--- src/design/m3i_pkg.sv ---
`timescale 1ns / 1ps
// ----------------------------------------------------------------------------
// m3i_pkg
// Widths, cofactor index table, item types and saturation for the 3x3 inverse.
// ----------------------------------------------------------------------------
package m3i_pkg;

    localparam int LANES  = 9;
    localparam int FIX_W  = 32;
    localparam int COF_W  = 64;
    localparam int DET_W  = 98;
    localparam int DMAG_W = 97;
    localparam int QUO_W  = 33;
    localparam int SHIFT  = 32;
    localparam int RND_W  = DET_W - SHIFT;
    localparam int QDEPTH = 2;
    localparam int QPTR_W = $clog2(QDEPTH);
    localparam int QCNT_W = QPTR_W + 1;

    localparam logic [FIX_W-1:0] SAT_POS    = {1'b0, {(FIX_W-1){1'b1}}};
    localparam logic [FIX_W-1:0] SAT_NEG    = {1'b1, {(FIX_W-1){1'b0}}};
    localparam logic [DET_W-1:0] ROUND_HALF = DET_W'(1) << (SHIFT - 1);

    // Cofactor k = m[i0]*m[i1] - m[i2]*m[i3]
    localparam logic [3:0] COF_IDX [LANES][4] = '{
        '{4'd4, 4'd8, 4'd5, 4'd7},
        '{4'd7, 4'd2, 4'd8, 4'd1},
        '{4'd1, 4'd5, 4'd2, 4'd4},
        '{4'd5, 4'd6, 4'd3, 4'd8},
        '{4'd8, 4'd0, 4'd6, 4'd2},
        '{4'd2, 4'd3, 4'd0, 4'd5},
        '{4'd3, 4'd7, 4'd4, 4'd6},
        '{4'd6, 4'd1, 4'd7, 4'd0},
        '{4'd0, 4'd4, 4'd1, 4'd3}
    };

    typedef logic [LANES-1:0][FIX_W-1:0] matrix_t;

    typedef struct packed {
        logic [LANES-1:0][COF_W-1:0] cof;
        logic [DMAG_W-1:0]           dmag;
        logic                        dneg;
        logic                        singular;
    } front_item_t;

    typedef struct packed {
        logic [DET_W-1:0] rem;
        logic [QUO_W-1:0] quo;
        logic             neg;
        logic             ovf;
    } div_lane_t;

    typedef struct packed {
        div_lane_t [LANES-1:0] lane;
        logic [DET_W-1:0]      dvs;
        logic [FIX_W-1:0]      det_q;
        logic                  singular;
    } div_item_t;

    typedef struct packed {
        logic [LANES-1:0][FIX_W-1:0] inv;
        logic [FIX_W-1:0]            det;
        logic                        singular;
    } result_t;

    // Magnitude plus sign to a saturated Q16.16 word; big forces saturation
    function automatic logic [FIX_W-1:0] sat_fix(input logic [RND_W-1:0] mag,
                                                  input logic neg, input logic big);
        logic [RND_W-1:0] neg_mag;
        logic [FIX_W-1:0] res;
        neg_mag = -mag;
        if (neg)
            res = (big || mag > RND_W'(SAT_NEG)) ? SAT_NEG : neg_mag[FIX_W-1:0];
        else
            res = (big || mag > RND_W'(SAT_POS)) ? SAT_POS : mag[FIX_W-1:0];
        return res;
    endfunction

endpackage

--- src/design/m3i_queue.sv ---
`timescale 1ns / 1ps
// ----------------------------------------------------------------------------
// m3i_queue
// Two-entry queue between the front and back parts.
// ----------------------------------------------------------------------------
module m3i_queue (
    input  logic                 clk,
    input  logic                 rst_n,
    input  logic                 push,
    input  m3i_pkg::front_item_t din,
    output logic                 full,
    input  logic                 pop,
    output m3i_pkg::front_item_t dout,
    output logic                 empty
);

    m3i_pkg::front_item_t               ent_reg [m3i_pkg::QDEPTH];
    logic [m3i_pkg::QPTR_W-1:0]         wr_ptr_reg, rd_ptr_reg;
    logic [m3i_pkg::QCNT_W-1:0]         cnt_reg, cnt_next;
    logic                               do_push, do_pop;

    assign full    = (cnt_reg == m3i_pkg::QCNT_W'(m3i_pkg::QDEPTH));
    assign empty   = (cnt_reg == '0);
    assign do_push = push && !full;
    assign do_pop  = pop && !empty;
    assign dout    = ent_reg[rd_ptr_reg];
    assign cnt_next = cnt_reg + m3i_pkg::QCNT_W'(do_push) - m3i_pkg::QCNT_W'(do_pop);

    // Advance pointers and fill count
    always_ff @(posedge clk or negedge rst_n)
    begin
        if (!rst_n)
        begin
            wr_ptr_reg <= '0;
            rd_ptr_reg <= '0;
            cnt_reg    <= '0;
        end
        else
        begin
            if (do_push)
                wr_ptr_reg <= wr_ptr_reg + 1'b1;
            if (do_pop)
                rd_ptr_reg <= rd_ptr_reg + 1'b1;
            cnt_reg <= cnt_next;
        end
    end

    // Store item
    always_ff @(posedge clk)
    begin
        if (do_push)
            ent_reg[wr_ptr_reg] <= din;
    end

endmodule

--- config.mk ---
export PLATFORM = sky130hd
export DESIGN_NAME = m3i_queue
export DESIGN_NICKNAME = d
export VERILOG_FILES = /design/src/design/m3i_pkg.sv /design/src/design/m3i_queue.sv
export SDC_FILE = /design/constraint.sdc
export NUM_CORES = 1
export LEC_CHECK = 0
export ABC_AREA = 1
export BUFFER_PORTS_ARGS = -buffer_cell sky130_fd_sc_hd__buf_4
export CAP_MARGIN = 20
export CORE_AREA = 2 2 522 524
export CTS_CLUSTER_DIAMETER = 60
export DETAILED_ROUTE_END_ITERATION = 10
export DIE_AREA = 0 0 524 526
export PLACE_DENSITY = 0.33
export SYNTH_ARGS = -nofsm -noshare
export SYNTH_HDL_FRONTEND = slang
export SYNTH_SLANG_ARGS = --single-unit
export TNS_END_PERCENT = 100
--- constraint.sdc ---
create_clock -name clk -period 43.7 [get_ports clk]
set_input_delay 4.37 -clock clk [delete_from_list [all_inputs] [get_ports clk]]
set_output_delay 4.37 -clock clk [all_outputs]
set_load 0.005 [all_outputs]
---- After elaboration in Yosys (flattened, before gate mapping) ----
Memory sizes are Yosys's and may differ from the RTL's.
Cells that the tools add are included.
W data, S select, Z words.
word-level totals
  flip-flop bits (word level) ............. 4
  memory bits (writable) .................. 1350
  input port bits ......................... 679
  output and inout port bits .............. 677
  word-level logic and storage cells ...... 16
  memories kept ........................... 1
cells by class
  add/subtract/negate cells ............... 4
  equality and inequality tests ........... 1
  mux-type cells .......................... 2
  reductions and logical operators ........ 5
memories
  name     words  bits a word  read ports  clocked after Yosys merged registers in  write ports  RTL line         source
  ent_reg  2      675          1           0                                        1            m3i_queue.sv:17  m3i_pkg::front_item_t ent_reg [m3i_pkg::QDEPTH];
operator list
  cell                   number
  $add A1 B1 Y1 const B  2
  $add A2 B1 Y2          1
  $eq A2 B2 Y1 const B   1
  $logic_and A1 B1 Y1    2
  $logic_not A1 Y1       2
  $logic_not A2 Y1       1
  $mux W1                2
  $sub A2 B1 Y2          1

---- Depth between registers and ports, before layout ----
  depth in word-level cells ............... 5
  gate-level depth with buffers ........... 10
  depth with buffers taken out ............ 10

---- Worst setup path after synthesis ----
Ideal clock, no wire load.
  path type ............................... input to register
  start point ............................. input push
  end point ............................... memory ent_reg[1][0] in the netlist's numbering (enable)
  library setup time ...................... 1730 ps
  arrival ................................. 32361 ps
  required time ........................... 41970 ps
  slack ................................... 9609 ps
  stages .................................. 2
  buffers on the path ..................... 0
  path through ............................ nand2_1 -> nor2_1
on the way
  word-level cells in the longest chain between the ends .. 3
ends and longest elaborated chain
  what                           RTL line         source
  start, declared                m3i_queue.sv:9   input logic push,
  $logic_and A1 B1 Y1            m3i_queue.sv:24  assign do_push = push && !full;
  $mux W1                        m3i_queue.sv:51  if (do_push)
  $mux W1 (implied by the code)  m3i_queue.sv:52  ent_reg[wr_ptr_reg] <= din;
  end, declared                  m3i_queue.sv:17
No other way between the ends.

==> results.py <==
metrics = {
    "sta": {
        "relSlewSlack_pct": 30.4,
        "rsz0062_at_grt": "false",
        "hold-worst-slack_ps": 471,
        "setup_tns_ps": 0,
        "slew_violations": 0,
        "hold_viol": 0,
        "fin_crit_ps": 9910,
        "skew_ps": 50.9,
        "finalSetupViolations": 0,
        "worst_slew_pin_slew_ps": 1040,
        "max_freq_mhz": 101,
        "final_min_period_over_clock_period_pct": 22.7,
    },
    "logic_synthesis": {
        "syn_avg_cell_area_um2": 13.8,
        "syn_nets": 4239,
        "ys_async_sr_fraction_pct": 0.295,
        "synth_largest_area_cell": "edfxtp_1",
        "synth_ff_type": "edfxtp_1",
        "syn_inst": 3558,
        "syn_area_mm2": 0.0492,
        "synth-edff-count": 1350,
        "synth_commonest_cells": "nand2_1 (2,038), edfxtp_1 (1,350), buf_2 (114), buf_4 (32), inv_1 (10)",
        "synth_most_common_cell": "nand2_1",
        "yosys.area.top_type_share_pct": 82.4,
        "synthTopCellsByArea": "edfxtp_1 (82%), nand2_1 (16%), buf_2 (1.2%), buf_4 (0.49%), dfrtp_1 (0.20%)",
        "yosysUniqueCellTypes": 12,
        "ys_ff_latch": 1354,
        "ys_seq_area_share_pct": 82.6,
        "yosys_warnings": 0,
    },
    "floorplan": {
        "io_pins": 1356,
        "die_area_mm2": 0.276,
        "die_x_um": 524,
        "initial_core_util_pct": 18.2,
        "rows": 191,
        "die-height_um": 526,
        "core-area_mm2": 0.270,
    },
    "clock_network": {
        "clk_latency_ps": 820,
        "root_buffer": "clkbuf_16",
        "cts.path.max_buffers": 4,
        "cts_resized": 0,
        "cts.clk_slew.worst_paths_ps": 60,
        "cts_tree": "built",
        "cts_buffers": 180,
        "postCtsSetupBuffers": 0,
        "cts_num_sinks": 1354,
        "htree_levels": 4,
        "postCtsHoldBufs": 0,
    },
    "hold_path": {
        "hp-class": "reg2reg",
    },
    "grt": {
        "grt_antenna_before_repair": 76,
        "grt_use_total_pct": 13.9,
        "grt_pass1_vias": 31100,
        "grt_max_degree": 134,
        "use_met2_pct": 22.0,
        "busiest_layer": "met2",
        "grtUsageMet3_pct": 7.48,
        "met1_usage_pct": 16.4,
        "grt_overflow": 0,
        "grt_pass1_wl_um": 267000,
    },
    "worst_setup_path": {
        "worst_ep_arrival_time_ps": 5540,
        "crit_type": "reg2out",
        "critPathMaxFanout": 123,
        "worst_setup_path_end_kind": "output port",
        "cp-start-kind": "register",
        "cp.required_ps": 39330,
    },
    "placed_design": {
        "gp_congestion": 0.841,
        "placed_cell_area_mm2": 0.0634,
        "hpwl_um": 148000,
        "io_buffers": 1355,
    },
    "final_layout": {
        "nFillCells": 28200,
        "ff_latch_area_mm2": 0.0406,
        "largest_reg_flops": 1350,
        "final_cell_area_mm2": 0.0689,
        "syn2layout_area_growth_pct": 40.1,
        "multi_input_area_mm2": 0.00770,
        "drive_gt1_share_pct": 32.0,
        "finalNetCount": 5669,
    },
    "drt": {
        "drtIter0Drc": 2097,
        "vias_per_cell": 3.68,
        "dr.pass1.iters": 5,
        "avgRoutedWirePerCell_um": 23.2,
        "drtAntennaViolNets": 0,
        "dr_total_vias": 32100,
        "wirelength_um": 202000,
        "drc": 0,
    },
    "pwr": {
        "power_leakage_uw": 0.0281,
        "p_per_area_mw_per_mm2": 70.3,
        "ir_worst_vdd_v": 0.0000444,
    },
    "job": {
        "drv_cap": 0,
    },
    "status": {
        "status": "finished, final reports clean",
    },
}
## layer usage
metal	vias up	share of wire, %
li1	15000	-
met1	15400	40
met2	1327	45
met3	298	13
met4	58	2.2
met5	-	0.18
## area by class of cell
class / count / area share (%)
clock inverter: 82 / 1.01
inverter: 11 / 0.0817
clock buffer: 228 / 6.93
timing repair buffer: 1397 / 15.3
tap: 3570 / 6.48
sequential: 1354 / 59.0
antenna: 24 / 0.0871
multi-input combinational: 2044 / 11.2
## worst max-delay path, stage by stage (launching register included)
cell	delay (ps)
dfrtp_4	740
inv_8	730
buf_4	700
buf_4	490
buf_4	700
buf_4	670
nand2_1	140
nand2_1	110
buf_4	110
## power breakdown
part	internal, uW	switching, uW	total, uW	leakage [uW]
registers	1770	67.9	1840	0.0126
logic	587	1040	1620	0.0128
clock network	823	562	1390	0.00267
total	3180	1670	4850	0.0281
## worst paths after layout
kind,from,endpoint,slack [ps],cells after the start
setup / recovery,rd_ptr_reg$_DFFE_PN0P_,dout[268],33790,8
hold / removal,wr_ptr_reg$_DFFE_PN0P_,wr_ptr_reg$_DFFE_PN0P_,470,2
setup reg to reg,cnt_reg[1]$_DFF_PN0_,ent_reg[0][250]$_DFFE_PP_,37790,8
hold reg to reg,wr_ptr_reg$_DFFE_PN0P_,wr_ptr_reg$_DFFE_PN0P_,470,2
max in group asynchronous,rst_n,rd_ptr_reg$_DFFE_PN0P_,40230,1
min in group asynchronous,rst_n,cnt_reg[0]$_DFF_PN0_,3340,1
## cells in the final DEF, fill, tap and decap left out
master / synthesis / routed
buf_12: 0 / 2
buf_16: 0 / 1
buf_4: 32 / 1394
bufinv_16: 0 / 9
clkbuf_1: 2 / 42
clkbuf_16: 0 / 183
clkbuf_8: 0 / 3
clkinv_1: 0 / 34
clkinv_16: 0 / 1
clkinv_2: 0 / 20
clkinv_4: 0 / 1
clkinv_8: 0 / 1
clkinvlp_4: 0 / 4
dfrtp_1: 4 / 3
dfrtp_4: 0 / 1
diode_2: 0 / 24
edfxtp_1: 1350 / 1350
ha_1: 2 / 2
inv_1: 10 / 9
inv_6: 0 / 10
inv_8: 0 / 4
nand2_1: 2038 / 2038
nand3_1: 3 / 3
nor2_4: 0 / 1
## kinds of logic after synthesis
| kind of cell | after synthesis | synth area share (%) |
|---|---|---|
| adder cells (fa/ha/maj) | 2 | 0.0509 |
| AND/OR/NAND/NOR | 2042 | 15.6 |
| flip-flops | 1354 | 82.6 |
| buffers and inverters | 160 | 1.75 |
## through the flow
stage / cells / utilization, % / total power (uW) / worst slack [ps]
global route: 8690 / 25.5 / 5150 / 33280
global placement: 8375 / 23.5 / 3560 / 33600
detailed placement: 8375 / 23.5 / 3560 / 33610
CTS: 8685 / 25.5 / 4970 / 32910
finish: 8710 / 25.5 / 4850 / 33790
floorplan: 3558 / - / 2780 / 9610
No activity file was read; power rests on OpenSTA's default activity.
